**src/rtl/source_text_tokenizer_unit_assert.svh**
```systemverilog
// Assertion macros shared by the tokenizer RTL.
// Define NO_ASSERTIONS to compile every check away.
`ifndef SOURCE_TEXT_TOKENIZER_UNIT_ASSERT_SVH
`define SOURCE_TEXT_TOKENIZER_UNIT_ASSERT_SVH

`ifndef NO_ASSERTIONS

// Same-cycle implication.
`define STT_ASSERT_SAME(label, clk, rst_n, ante, cons) \
    label: assert property (@(posedge clk) disable iff (!(rst_n)) (ante) |-> (cons)) \
        else $error("tokenizer check failed");

// Next-cycle implication.
`define STT_ASSERT_NEXT(label, clk, rst_n, ante, cons) \
    label: assert property (@(posedge clk) disable iff (!(rst_n)) (ante) |=> (cons)) \
        else $error("tokenizer check failed");

`else

`define STT_ASSERT_SAME(label, clk, rst_n, ante, cons)
`define STT_ASSERT_NEXT(label, clk, rst_n, ante, cons)

`endif

`endif

```
**src/rtl/stt_pkg.sv**
```systemverilog
// Shared types, codes and character helpers for the tokenizer.
// No dependencies; used by every RTL module of the block.
package stt_pkg;

    // scan modes
    localparam logic [2:0] MODE_START   = 3'd0;
    localparam logic [2:0] MODE_IDENT   = 3'd1;
    localparam logic [2:0] MODE_NUMBER  = 3'd2;
    localparam logic [2:0] MODE_STROPEN = 3'd3;
    localparam logic [2:0] MODE_STRING  = 3'd4;
    localparam logic [2:0] MODE_COMMENT = 3'd5;
    localparam logic [2:0] MODE_PENDING = 3'd6;

    // token classes
    localparam logic [2:0] CLS_EOL   = 3'd0;
    localparam logic [2:0] CLS_NUM   = 3'd1;
    localparam logic [2:0] CLS_STR   = 3'd2;
    localparam logic [2:0] CLS_SYM   = 3'd3;
    localparam logic [2:0] CLS_IDENT = 3'd4;
    localparam logic [2:0] CLS_ERR   = 3'd5;

    // characters
    localparam logic [7:0] CH_NUL   = 8'd0;
    localparam logic [7:0] CH_NL    = 8'd10;
    localparam logic [7:0] CH_QUOTE = 8'd34;
    localparam logic [7:0] CH_UNDER = 8'd95;
    localparam logic [7:0] CH_DOT   = 8'd46;
    localparam logic [7:0] CH_SLASH = 8'd47;
    localparam logic [7:0] CH_EQ    = 8'd61;
    localparam logic [7:0] CH_LT    = 8'd60;
    localparam logic [7:0] CH_GT    = 8'd62;
    localparam logic [7:0] CH_BANG  = 8'd33;

    // result queue
    localparam int QDEPTH = 4;
    localparam int QPTR_W = $clog2(QDEPTH);
    localparam int QCNT_W = $clog2(QDEPTH + 1);

    typedef struct packed {
        logic [7:0] token_char;
        logic [2:0] token_class;
        logic       token_first;
        logic       token_last;
        logic       no_char;
        logic       run_end;
    } t_result;

    typedef struct packed {
        logic [1:0] count;
        t_result    res0;
        t_result    res1;
    } t_step_out;

    typedef struct packed {
        logic [2:0] mode;
        logic [7:0] held;
        logic       held_first;
        logic       dot_seen;
    } t_scan_state;

    function automatic logic is_digit(input logic [7:0] c);
        return (c >= 8'd48) && (c <= 8'd57);
    endfunction

    function automatic logic is_alpha(input logic [7:0] c);
        return ((c >= 8'd65) && (c <= 8'd90)) || ((c >= 8'd97) && (c <= 8'd122));
    endfunction

    function automatic logic is_blank(input logic [7:0] c);
        return (c == 8'd32) || (c == 8'd9) || (c == 8'd11) || (c == 8'd12) || (c == 8'd13);
    endfunction

    function automatic logic is_punct(input logic [7:0] c);
        return (c >= 8'd33) && (c <= 8'd126) && !is_digit(c) && !is_alpha(c);
    endfunction

    function automatic logic is_ident(input logic [7:0] c);
        return is_digit(c) || is_alpha(c) || (c == CH_UNDER);
    endfunction

    function automatic logic is_pend(input logic [7:0] c);
        return (c == CH_SLASH) || (c == CH_DOT) || (c == CH_LT) || (c == CH_GT) ||
               (c == CH_BANG) || (c == CH_EQ);
    endfunction

    function automatic logic [7:0] upcase(input logic [7:0] c);
        return ((c >= 8'd97) && (c <= 8'd122)) ? (c - 8'd32) : c;
    endfunction

    function automatic t_result make_res(input logic [7:0] ch, input logic [2:0] cls,
                                         input logic first, input logic last,
                                         input logic nochar);
        t_result r;
        r.token_char  = ch;
        r.token_class = cls;
        r.token_first = first;
        r.token_last  = last;
        r.no_char     = nochar;
        r.run_end     = 1'b0;
        return r;
    endfunction

    function automatic t_result err_res();
        return make_res(CH_NUL, CLS_ERR, 1'b1, 1'b1, 1'b1);
    endfunction

    function automatic t_result eol_res();
        return make_res(CH_NL, CLS_EOL, 1'b1, 1'b1, 1'b0);
    endfunction

endpackage

```
**src/rtl/stt_step.sv**
```systemverilog
// Next-state and result logic for one text byte of the tokenizer.
// Depends on stt_pkg.
module stt_step (
    input  logic [7:0]           i_byte,
    input  logic                 i_final,
    input  stt_pkg::t_scan_state i_state,
    output stt_pkg::t_scan_state o_next,
    output stt_pkg::t_step_out   o_out
);

    // what a byte does when it opens a new token
    logic                 sb_valid;
    stt_pkg::t_result     sb_res;
    stt_pkg::t_scan_state sb_state;

    always_comb begin
        sb_valid      = 1'b0;
        sb_res        = stt_pkg::err_res();
        sb_state      = i_state;
        sb_state.mode = stt_pkg::MODE_START;
        if (i_byte == stt_pkg::CH_NL) begin
            sb_valid = 1'b1;
            sb_res   = stt_pkg::eol_res();
        end else if (stt_pkg::is_blank(i_byte)) begin
            sb_valid = 1'b0;
        end else if (stt_pkg::is_alpha(i_byte)) begin
            if (i_final) begin
                sb_valid = 1'b1;
                sb_res   = stt_pkg::make_res(stt_pkg::upcase(i_byte), stt_pkg::CLS_IDENT,
                                             1'b1, 1'b1, 1'b0);
            end else begin
                sb_state.held       = stt_pkg::upcase(i_byte);
                sb_state.held_first = 1'b1;
                sb_state.mode       = stt_pkg::MODE_IDENT;
            end
        end else if (stt_pkg::is_digit(i_byte)) begin
            if (i_final) begin
                sb_valid = 1'b1;
                sb_res   = stt_pkg::make_res(i_byte, stt_pkg::CLS_NUM, 1'b1, 1'b1, 1'b0);
            end else begin
                sb_state.held       = i_byte;
                sb_state.held_first = 1'b1;
                sb_state.mode       = stt_pkg::MODE_NUMBER;
                sb_state.dot_seen   = 1'b0;
            end
        end else if (i_byte == stt_pkg::CH_QUOTE) begin
            if (i_final) begin
                sb_valid = 1'b1;
            end else begin
                sb_state.mode = stt_pkg::MODE_STROPEN;
            end
        end else if (stt_pkg::is_pend(i_byte)) begin
            if (i_final) begin
                sb_valid = 1'b1;
                sb_res   = stt_pkg::make_res(i_byte, stt_pkg::CLS_SYM, 1'b1, 1'b1, 1'b0);
            end else begin
                sb_state.held       = i_byte;
                sb_state.held_first = 1'b1;
                sb_state.mode       = stt_pkg::MODE_PENDING;
            end
        end else if (stt_pkg::is_punct(i_byte)) begin
            sb_valid = 1'b1;
            sb_res   = stt_pkg::make_res(i_byte, stt_pkg::CLS_SYM, 1'b1, 1'b1, 1'b0);
        end else begin
            sb_valid = 1'b1;
        end
    end

    logic [1:0]           cnt;
    stt_pkg::t_result     r0;
    stt_pkg::t_result     r1;
    stt_pkg::t_scan_state nx;
    logic [7:0]           h;
    logic                 hf;

    assign h  = i_state.held;
    assign hf = i_state.held_first;

    always_comb begin
        cnt = 2'd0;
        r0  = stt_pkg::err_res();
        r1  = stt_pkg::err_res();
        nx  = i_state;
        case (i_state.mode)
            stt_pkg::MODE_IDENT: begin
                if (stt_pkg::is_ident(i_byte)) begin
                    r0 = stt_pkg::make_res(h, stt_pkg::CLS_IDENT, hf, 1'b0, 1'b0);
                    if (i_final) begin
                        cnt = 2'd2;
                        r1  = stt_pkg::make_res(stt_pkg::upcase(i_byte), stt_pkg::CLS_IDENT,
                                                1'b0, 1'b1, 1'b0);
                    end else begin
                        cnt           = 2'd1;
                        nx.held       = stt_pkg::upcase(i_byte);
                        nx.held_first = 1'b0;
                    end
                end else begin
                    r0  = stt_pkg::make_res(h, stt_pkg::CLS_IDENT, hf, 1'b1, 1'b0);
                    cnt = 2'd1 + {1'b0, sb_valid};
                    r1  = sb_res;
                    nx  = sb_state;
                end
            end
            stt_pkg::MODE_NUMBER: begin
                if (stt_pkg::is_digit(i_byte) ||
                    ((i_byte == stt_pkg::CH_DOT) && !i_state.dot_seen)) begin
                    if (i_byte == stt_pkg::CH_DOT) begin
                        nx.dot_seen = 1'b1;
                    end
                    r0 = stt_pkg::make_res(h, stt_pkg::CLS_NUM, hf, 1'b0, 1'b0);
                    if (i_final) begin
                        cnt = 2'd2;
                        r1  = stt_pkg::make_res(i_byte, stt_pkg::CLS_NUM, 1'b0, 1'b1, 1'b0);
                    end else begin
                        cnt           = 2'd1;
                        nx.held       = i_byte;
                        nx.held_first = 1'b0;
                    end
                end else begin
                    r0  = stt_pkg::make_res(h, stt_pkg::CLS_NUM, hf, 1'b1, 1'b0);
                    cnt = 2'd1 + {1'b0, sb_valid};
                    r1  = sb_res;
                    nx  = sb_state;
                end
            end
            stt_pkg::MODE_STROPEN: begin
                nx.mode = stt_pkg::MODE_START;
                if (i_byte == stt_pkg::CH_QUOTE) begin
                    cnt = 2'd1;
                    r0  = stt_pkg::make_res(stt_pkg::CH_NUL, stt_pkg::CLS_STR,
                                            1'b1, 1'b1, 1'b1);
                end else if (i_byte == stt_pkg::CH_NL) begin
                    cnt = 2'd2;
                    r1  = stt_pkg::eol_res();
                end else if (i_final) begin
                    cnt = 2'd1;
                end else begin
                    nx.mode       = stt_pkg::MODE_STRING;
                    nx.held       = i_byte;
                    nx.held_first = 1'b1;
                end
            end
            stt_pkg::MODE_STRING: begin
                if (i_byte == stt_pkg::CH_QUOTE) begin
                    cnt     = 2'd1;
                    r0      = stt_pkg::make_res(h, stt_pkg::CLS_STR, hf, 1'b1, 1'b0);
                    nx.mode = stt_pkg::MODE_START;
                end else if (i_byte == stt_pkg::CH_NL) begin
                    // string abandoned: error, then the newline itself
                    cnt     = 2'd2;
                    r1      = stt_pkg::eol_res();
                    nx.mode = stt_pkg::MODE_START;
                end else begin
                    r0 = stt_pkg::make_res(h, stt_pkg::CLS_STR, hf, 1'b0, 1'b0);
                    if (i_final) begin
                        cnt     = 2'd2;
                        nx.mode = stt_pkg::MODE_START;
                    end else begin
                        cnt           = 2'd1;
                        nx.held       = i_byte;
                        nx.held_first = 1'b0;
                    end
                end
            end
            stt_pkg::MODE_COMMENT: begin
                if (i_byte == stt_pkg::CH_NL) begin
                    cnt     = 2'd1;
                    r0      = stt_pkg::eol_res();
                    nx.mode = stt_pkg::MODE_START;
                end
            end
            stt_pkg::MODE_PENDING: begin
                nx.mode = stt_pkg::MODE_START;
                if ((h == stt_pkg::CH_SLASH) && (i_byte == stt_pkg::CH_SLASH)) begin
                    nx.mode = stt_pkg::MODE_COMMENT;
                end else if ((h == stt_pkg::CH_DOT) && stt_pkg::is_digit(i_byte)) begin
                    r0          = stt_pkg::make_res(stt_pkg::CH_DOT, stt_pkg::CLS_NUM,
                                                    1'b1, 1'b0, 1'b0);
                    nx.dot_seen = 1'b1;
                    if (i_final) begin
                        cnt = 2'd2;
                        r1  = stt_pkg::make_res(i_byte, stt_pkg::CLS_NUM, 1'b0, 1'b1, 1'b0);
                    end else begin
                        cnt           = 2'd1;
                        nx.mode       = stt_pkg::MODE_NUMBER;
                        nx.held       = i_byte;
                        nx.held_first = 1'b0;
                    end
                end else if (((h == stt_pkg::CH_LT) || (h == stt_pkg::CH_GT) ||
                              (h == stt_pkg::CH_BANG) || (h == stt_pkg::CH_EQ)) &&
                             (i_byte == stt_pkg::CH_EQ)) begin
                    cnt = 2'd2;
                    r0  = stt_pkg::make_res(h, stt_pkg::CLS_SYM, 1'b1, 1'b0, 1'b0);
                    r1  = stt_pkg::make_res(stt_pkg::CH_EQ, stt_pkg::CLS_SYM,
                                            1'b0, 1'b1, 1'b0);
                end else begin
                    r0  = stt_pkg::make_res(h, stt_pkg::CLS_SYM, 1'b1, 1'b1, 1'b0);
                    cnt = 2'd1 + {1'b0, sb_valid};
                    r1  = sb_res;
                    nx  = sb_state;
                end
            end
            default: begin
                cnt = {1'b0, sb_valid};
                r0  = sb_res;
                nx  = sb_state;
            end
        endcase

        // last byte of the program: everything back to reset
        if (i_final) begin
            nx = '0;
        end

        if (cnt == 2'd1) begin
            r0.run_end = 1'b1;
        end
        if (cnt == 2'd2) begin
            r1.run_end = 1'b1;
        end
    end

    assign o_next      = nx;
    assign o_out.count = cnt;
    assign o_out.res0  = r0;
    assign o_out.res1  = r1;

endmodule

```
**src/rtl/stt_res_queue.sv**
```systemverilog
// Small result queue: takes up to two results a cycle, gives one.
// Depends on stt_pkg and the assertion macro header.
`include "source_text_tokenizer_unit_assert.svh"

module stt_res_queue (
    input  logic               i_clk,
    input  logic               i_rst_n,
    input  logic               i_push_en,
    input  stt_pkg::t_step_out i_push,
    input  logic               i_pop,
    output logic               o_room,
    output logic               o_valid,
    output stt_pkg::t_result   o_res
);

    stt_pkg::t_result                  r_mem [stt_pkg::QDEPTH];
    logic [stt_pkg::QPTR_W-1:0]        r_wr;
    logic [stt_pkg::QPTR_W-1:0]        r_rd;
    logic [stt_pkg::QCNT_W-1:0]        r_count;
    logic [stt_pkg::QCNT_W-1:0]        n_count;
    logic [1:0]                        push_cnt;
    logic                              pop;

    assign push_cnt = i_push_en ? i_push.count : 2'd0;
    assign pop      = i_pop && (r_count != '0);
    assign n_count  = r_count + stt_pkg::QCNT_W'(push_cnt) - stt_pkg::QCNT_W'(pop);

    always_ff @(posedge i_clk) begin
        if (push_cnt != 2'd0) begin
            r_mem[r_wr] <= i_push.res0;
        end
        if (push_cnt == 2'd2) begin
            r_mem[r_wr + stt_pkg::QPTR_W'(1)] <= i_push.res1;
        end
    end

    always_ff @(posedge i_clk) begin
        if (!i_rst_n) begin
            r_wr    <= '0;
            r_rd    <= '0;
            r_count <= '0;
        end else begin
            r_wr    <= r_wr + stt_pkg::QPTR_W'(push_cnt);
            r_rd    <= r_rd + stt_pkg::QPTR_W'(pop);
            r_count <= n_count;
        end
    end

    // room for a full two-result push regardless of the output side
    assign o_room  = (r_count <= stt_pkg::QCNT_W'(stt_pkg::QDEPTH - 2));
    assign o_valid = (r_count != '0);
    assign o_res   = r_mem[r_rd];

    `STT_ASSERT_SAME(a_no_overflow, i_clk, i_rst_n, 1'b1, r_count <= stt_pkg::QCNT_W'(stt_pkg::QDEPTH))
    `STT_ASSERT_SAME(a_push_has_room, i_clk, i_rst_n, push_cnt != 2'd0, o_room)
    `STT_ASSERT_NEXT(a_pop_only, i_clk, i_rst_n, pop && (push_cnt == 2'd0), r_count == $past(r_count) - stt_pkg::QCNT_W'(1))

endmodule

```
**src/rtl/source_text_tokenizer_unit.sv**
```systemverilog
// Top level of the source text tokenizer: input register, scan logic, result queue.
// Depends on stt_pkg, stt_step, stt_res_queue and the assertion macro header.
`include "source_text_tokenizer_unit_assert.svh"

// Tokenizer for program text. One byte is taken per request on the input channel;
// each byte yields zero, one or two token-character results on the output channel,
// the last one of a byte flagged by o_run_end. A character is held back until the
// next byte shows whether its token goes on, so results trail the bytes that cause
// them; i_final_byte flushes the held character and returns the scanner to its
// reset state. Throughput: one byte per clock as long as bytes average at most one
// result each; the output port delivers one result per clock while i_ready is high,
// so the second result of a byte that gives two (e.g. "<=" or a token end followed
// by a one-byte symbol) waits in a four-entry result queue. A byte passes through
// the input register and then the result queue before its first result reaches the
// output. The input stage stalls only when fewer than two queue entries are free.
module source_text_tokenizer_unit (
    input  logic       i_clk,
    input  logic       i_rst_n,
    // input channel
    input  logic       i_valid,
    output logic       o_ready,
    input  logic [7:0] i_text_byte,
    input  logic       i_final_byte,
    // output channel
    output logic       o_valid,
    input  logic       i_ready,
    output logic [7:0] o_token_char,
    output logic [2:0] o_token_class,
    output logic       o_token_first,
    output logic       o_token_last,
    output logic       o_no_char,
    output logic       o_run_end
);

    // input register: one byte waiting for the scan logic
    logic                 r_in_valid;
    logic [7:0]           r_in_byte;
    logic                 r_in_final;

    // scanner state
    stt_pkg::t_scan_state r_state;
    stt_pkg::t_scan_state n_state;
    stt_pkg::t_step_out   step_out;

    logic                 q_room;
    logic                 advance;
    stt_pkg::t_result     q_res;

    // the registered byte moves on when the queue can take both possible results
    assign advance = r_in_valid && q_room;
    assign o_ready = !r_in_valid || q_room;

    always_ff @(posedge i_clk) begin
        if (!i_rst_n) begin
            r_in_valid <= 1'b0;
        end else if (o_ready) begin
            r_in_valid <= i_valid;
        end
    end

    // payload: no reset needed
    always_ff @(posedge i_clk) begin
        if (o_ready && i_valid) begin
            r_in_byte  <= i_text_byte;
            r_in_final <= i_final_byte;
        end
    end

    always_ff @(posedge i_clk) begin
        if (!i_rst_n) begin
            r_state <= '0;
        end else if (advance) begin
            r_state <= n_state;
        end
    end

    stt_step u_step (
        .i_byte  (r_in_byte),
        .i_final (r_in_final),
        .i_state (r_state),
        .o_next  (n_state),
        .o_out   (step_out)
    );

    stt_res_queue u_queue (
        .i_clk     (i_clk),
        .i_rst_n   (i_rst_n),
        .i_push_en (advance),
        .i_push    (step_out),
        .i_pop     (i_ready),
        .o_room    (q_room),
        .o_valid   (o_valid),
        .o_res     (q_res)
    );

    assign o_token_char  = q_res.token_char;
    assign o_token_class = q_res.token_class;
    assign o_token_first = q_res.token_first;
    assign o_token_last  = q_res.token_last;
    assign o_no_char     = q_res.no_char;
    assign o_run_end     = q_res.run_end;

    // a final byte always leaves the scanner at token start
    `STT_ASSERT_NEXT(a_final_resets, i_clk, i_rst_n, advance && r_in_final, r_state == '0)
    // a stalled byte keeps its contents and the scanner holds still
    `STT_ASSERT_NEXT(a_stall_holds, i_clk, i_rst_n, r_in_valid && !q_room, r_in_valid && $stable(r_in_byte) && $stable(r_state))
    // the held-back modes are the only ones the scanner can reach besides start/quote/comment
    `STT_ASSERT_SAME(a_mode_range, i_clk, i_rst_n, 1'b1, r_state.mode != 3'd7)

endmodule

```
**config.mk**
```make
export PLATFORM = sky130hd
export DESIGN_NAME = source_text_tokenizer_unit
export DESIGN_NICKNAME = d
export VERILOG_FILES = /design/src/rtl/stt_pkg.sv /design/src/rtl/stt_step.sv /design/src/rtl/stt_res_queue.sv /design/src/rtl/source_text_tokenizer_unit.sv
export VERILOG_INCLUDE_DIRS = /design/src /design/src/rtl
export SDC_FILE = /design/constraint.sdc
export NUM_CORES = 1
export LEC_CHECK = 0
export ABC_AREA = 0
export ABC_CLOCK_PERIOD_IN_PS = 10750
export BUFFER_PORTS_ARGS = -buffer_cell sky130_fd_sc_hd__buf_2
export CAP_MARGIN = 20
export CORE_MARGIN = 8
export CORE_UTILIZATION = 55
export DETAILED_ROUTE_END_ITERATION = 8
export PLACE_DENSITY = 0.73
export SYNTH_ARGS = -nofsm -noshare
export SYNTH_HDL_FRONTEND = slang
export SYNTH_SLANG_ARGS = --single-unit
```
**constraint.sdc**
```tcl
create_clock -name i_clk -period 10.75 [get_ports i_clk]
set_input_delay 0 -clock i_clk [delete_from_list [all_inputs] [get_ports i_clk]]
set_output_delay 0 -clock i_clk [all_outputs]
set_load 0.005 [all_outputs]
```
==> summary.md <==
| Metric | Value |
|---|---|
| Run status | finished clean |
| Post-CTS Setup Bufs | 0 |
| Max Cap Violations | 0 |
| Fmax | 0.215 GHz |
| Critical Path Start | r_in_byte[5]$_DFFE_PP_ |
| Worst path depth | 10 |
| # H-tree levels | 3 |
| Warnings, synthesis | 0 |
| Total GRT Usage | 0.254 |
| Largest area contributor in the netlist | edfxtp_1 |
| Share of cells above drive strength 1 | 0.132 |
| R2R setup slack | 6100 ps |
| DP HPWL | approximately 13000 um |
| Storage element area | between 2000 and 2500 sq um |
| Nets | 645 |
| Overflow after GRT | 0 |
| Critical path type | reg2reg |
| Post-Synthesis Cells | 608 |
| Via density | 7.24 |
| Vias | between 5000 and 6000 |
| Reg clk slew, reported paths | 110 ps |
| Placed cell areas | 6050 sq um |
| Largest cells by area after synthesis | edfxtp_1, dfxtp_1, mux4_2 |
| FF-to-FF Start | r_in_byte[5]$_DFFE_PP_ |
| CP peak stage delay | 820 ps |
| Final Cell Area | 6360 sq um |
| Drt total wl | 18300 um |
| Chip height | 120 um |
| Syn nets | 631 |
| Critical Path AT | 4630 ps |
| Initial antenna violation count | 0 |
| Post-synth top flop | edfxtp_1 |
| P&R area growth vs syn | 7.92% |
| Clock tree buffer depth | 2 |
| Crit path max-delay family | compound AO/OA/AOI/OAI gates |
| Startpoint types | flip-flop |
| CP bufs+invs | 1 |
| Crit path cell chain | inv_1, ha_1, or2_0, a211o_1, a31oi_1, a21o_1, a21oi_1, o32ai_2, a21o_1, nand2_1 |
| Leakage Power | roughly 0.0022 uW |
| Diode count | 0 |
| TritonCTS clock tree | built |
| Setup TNS Final | 0 ps |
| Setup Skew | between 20 and 25 ps |
| Pins over their slew limit | 0 |
| Multi-input gate area | 3210 sq um |
| Slowest cell on the critical path | o32ai_2 |
| Reg2Reg Depth | 10 |
| IO buf count | 29 |
| Worst setup margin | 6100 ps |
| Residual DRC count | 0 |
| First-pass GRT wire length | ~29000 um |
| RSZ-0062 raised after global routing | no |
| Vias in the first global route | 4980 |
| Post-synthesis sequential area ratio | 0.416 |
| Worst setup path endpoint | u_queue.r_mem[3][10]$_DFFE_PP_ |
| I/O pins | 30 |
| RePlAce Congestion | 1.05 |
| DP Worst Slack | around 6200 ps |
| Distinct cells, synth | 76 |
| Fin. Hold Viols | 0 |
| CTS Root Cell | clkbuf_8 |
| Final antenna-violating net count | 0 |
| Placed insts | 736 |
| Worst Path Max Fanout | 15 |
| Worst endpoint required time | approximately 11000 ps |
| Final Instance Count excl. Fillers | 763 |
| Cell Area, Synth | roughly 5900 sq um |
| Clock insertion delay at the later pin of the skew report | between 300 and 400 ps |
| CP most frequent cell | a21o_1 |
| Final setup vio count | 0 |
| Clk sinks | 90 |
| Tightest Pin Transition | 962 ps |
| Die Area | 14300 sq um |
| Die X | 120 um |
| Mean Syn Cell Area | 9.69 sq um |
| Row count | 37 |
| CP Capture Type | flip-flop |
| R2R Path End | u_queue.r_mem[3][10]$_DFFE_PP_ |
| Max VDD drop | 0.109 mV |
| Drt first pass iters | 6 |
| Drt wl/cell | 24.0 um |
| Crit path time final | 4650 ps |
| Core Region | 10400 sq um |
| Post-synth EDFFs | 65 |
| Largest net degree at the start of global routing | 35 |
| CTS Buf Count | 9 |
| Iter 0 DRT Violations | 929 |
| Power Density | 144 nW/um^2 |
| Synth top area share | 0.331 |
| Initial Utilization | 0.568 |
| Seq cells post-synth | 90 |
| Worst slew margin | 0.353 |
| HP Class | in2reg |
| Fin crit share | 0.433 |
| FFs w/ async S/R, synth | 0 |
| Fillers | approximately 860 |
==> timing repair <==
item,4_1_cts,5_1_grt
hold buffers,10,0
hold endpoints to repair,10,0
resized for setup,0,0
==> worst min path at each step <==
stage / endpoint / cells past startpoint / from
6_report: r_state[1]$_SDFFE_PN0P_ / 3 / i_rst_n
5_1_grt: r_state[0]$_SDFFE_PN0P_ / 2 / i_rst_n
4_1_cts: r_state[0]$_SDFFE_PN0P_ / 2 / i_rst_n
3_5_place_dp: r_in_byte[6]$_DFFE_PP_ / 1 / i_text_byte[6]
3_3_place_gp: r_in_byte[3]$_DFFE_PP_ / 1 / i_text_byte[3]
2_1_floorplan: r_in_byte[0]$_DFFE_PP_ / 0 / i_text_byte[0]
==> cell type report <==
| class | count | area share |
|---|---|---|
| multi-input cells | 465 | 0.505 |
| clock inverters | 5 | 0.00590 |
| repair buffers | 43 | 0.0464 |
| clock buffers | 11 | 0.0222 |
| well taps | 136 | 0.0268 |
| flip-flops and latches | 90 | 0.386 |
| inverters | 13 | 0.00767 |
==> report_power, final <==
group,total (uW),internal [uW],leakage [uW],switching (uW)
clock network,221,91.8,0.0000863,129
logic,260,125,0.00126,135
registers,435,402,0.000805,33.2
total,916,618,0.00215,297
==> flip-flops by register name, summed over array words and instances, names as in the netlist <==
name / count
u_queue.r_rd: 2
r_in_byte: 8
r_in_valid: 1
r_state: 13
u_queue.r_count: 3
u_queue.r_mem: 60
r_in_final: 1
u_queue.r_wr: 2
==> synthesized netlist by cell type, types with 8 or more instances <==
master and number:
a21oi_1 35, a22o_1 21, a31oi_1 8, a32o_1 11, and2_1 13, buf_2 10, clkbuf_1 23, dfxtp_1 25
edfxtp_1 65, ha_1 9, inv_1 11, mux4_2 15, nand2_1 49, nand2b_1 11, nand3_1 17, nor2_1 42
nor3_1 12, o211ai_1 8, o21ai_0 45, o22ai_1 38, or3_1 9
==> cells by family after synthesis <==
family,after synthesis,synth area share
and+or+nand+nor,191,0.166
adders and majority gates,10,0.0225
AOI/OAI and AO/OA,242,0.288
xor gates and xnor gates,5,0.00743
buffers and inverters,53,0.0384
DFF,90,0.416
muxes,17,0.0607
==> cell usage in the layout (no fill, tap or decap), types with 4 or more instances in the layout <==
| master | count |
|---|---|
| dfxtp_1 | 25 |
| clkbuf_8 | 10 |
| a21o_1 | 7 |
| a21oi_1 | 35 |
| a22oi_1 | 7 |
| o21a_1 | 6 |
| o32a_1 | 4 |
| nand3_1 | 17 |
| a21boi_0 | 6 |
| o211ai_1 | 8 |
| a22o_1 | 21 |
| and3_1 | 7 |
| buf_2 | 29 |
| nor3_1 | 12 |
| o31ai_1 | 5 |
| nand2_1 | 49 |
| o22ai_1 | 38 |
| and2_1 | 13 |
| a31oi_1 | 8 |
| inv_1 | 11 |
| nor2_1 | 42 |
| ha_1 | 9 |
| o21ai_0 | 45 |
| nor2_2 | 4 |
| dlygate4sd3_1 | 10 |
| nand2b_1 | 11 |
| or3_1 | 9 |
| a32o_1 | 11 |
| edfxtp_1 | 65 |
| nor2b_1 | 7 |
| mux4_2 | 15 |
==> worst register-to-register path, delay by kind of cell, from the launching register on <==
family                     cells  cell delay [ps]
adders and majority gates      1              230
and+or+nand+nor                2              640
buffers and inverters          1              200
AOI/OAI and AO/OA              6             2530
DFF                            1              650
==> metal layers <==
| layer | vias up | track usage | wire [um] |
|---|---|---|---|
| met2 | 412 | 0.401 | 8540 |
| met3 | 74 | 0.0544 | 2130 |
| met1 | 2590 | 0.330 | 6950 |
| met5 | - | 0 | 0 |
| met4 | 0 | 0.111 | 726 |
| li1 | 2447 | - | - |
==> stage by stage <==
| step | total power (uW) | util | hold WS [ps] |
|---|---|---|---|
| final | 916 | 0.613 | 97.2 |
| after global routing | 958 | 0.613 | 115 |
| after CTS | 905 | 0.611 | 77.5 |
| after detailed placement | 688 | 0.584 | 178 |
| after global placement | 683 | 0.584 | 177 |
| after floorplan | 610 | - | 98.9 |
(Power assumes the default switching activity.)
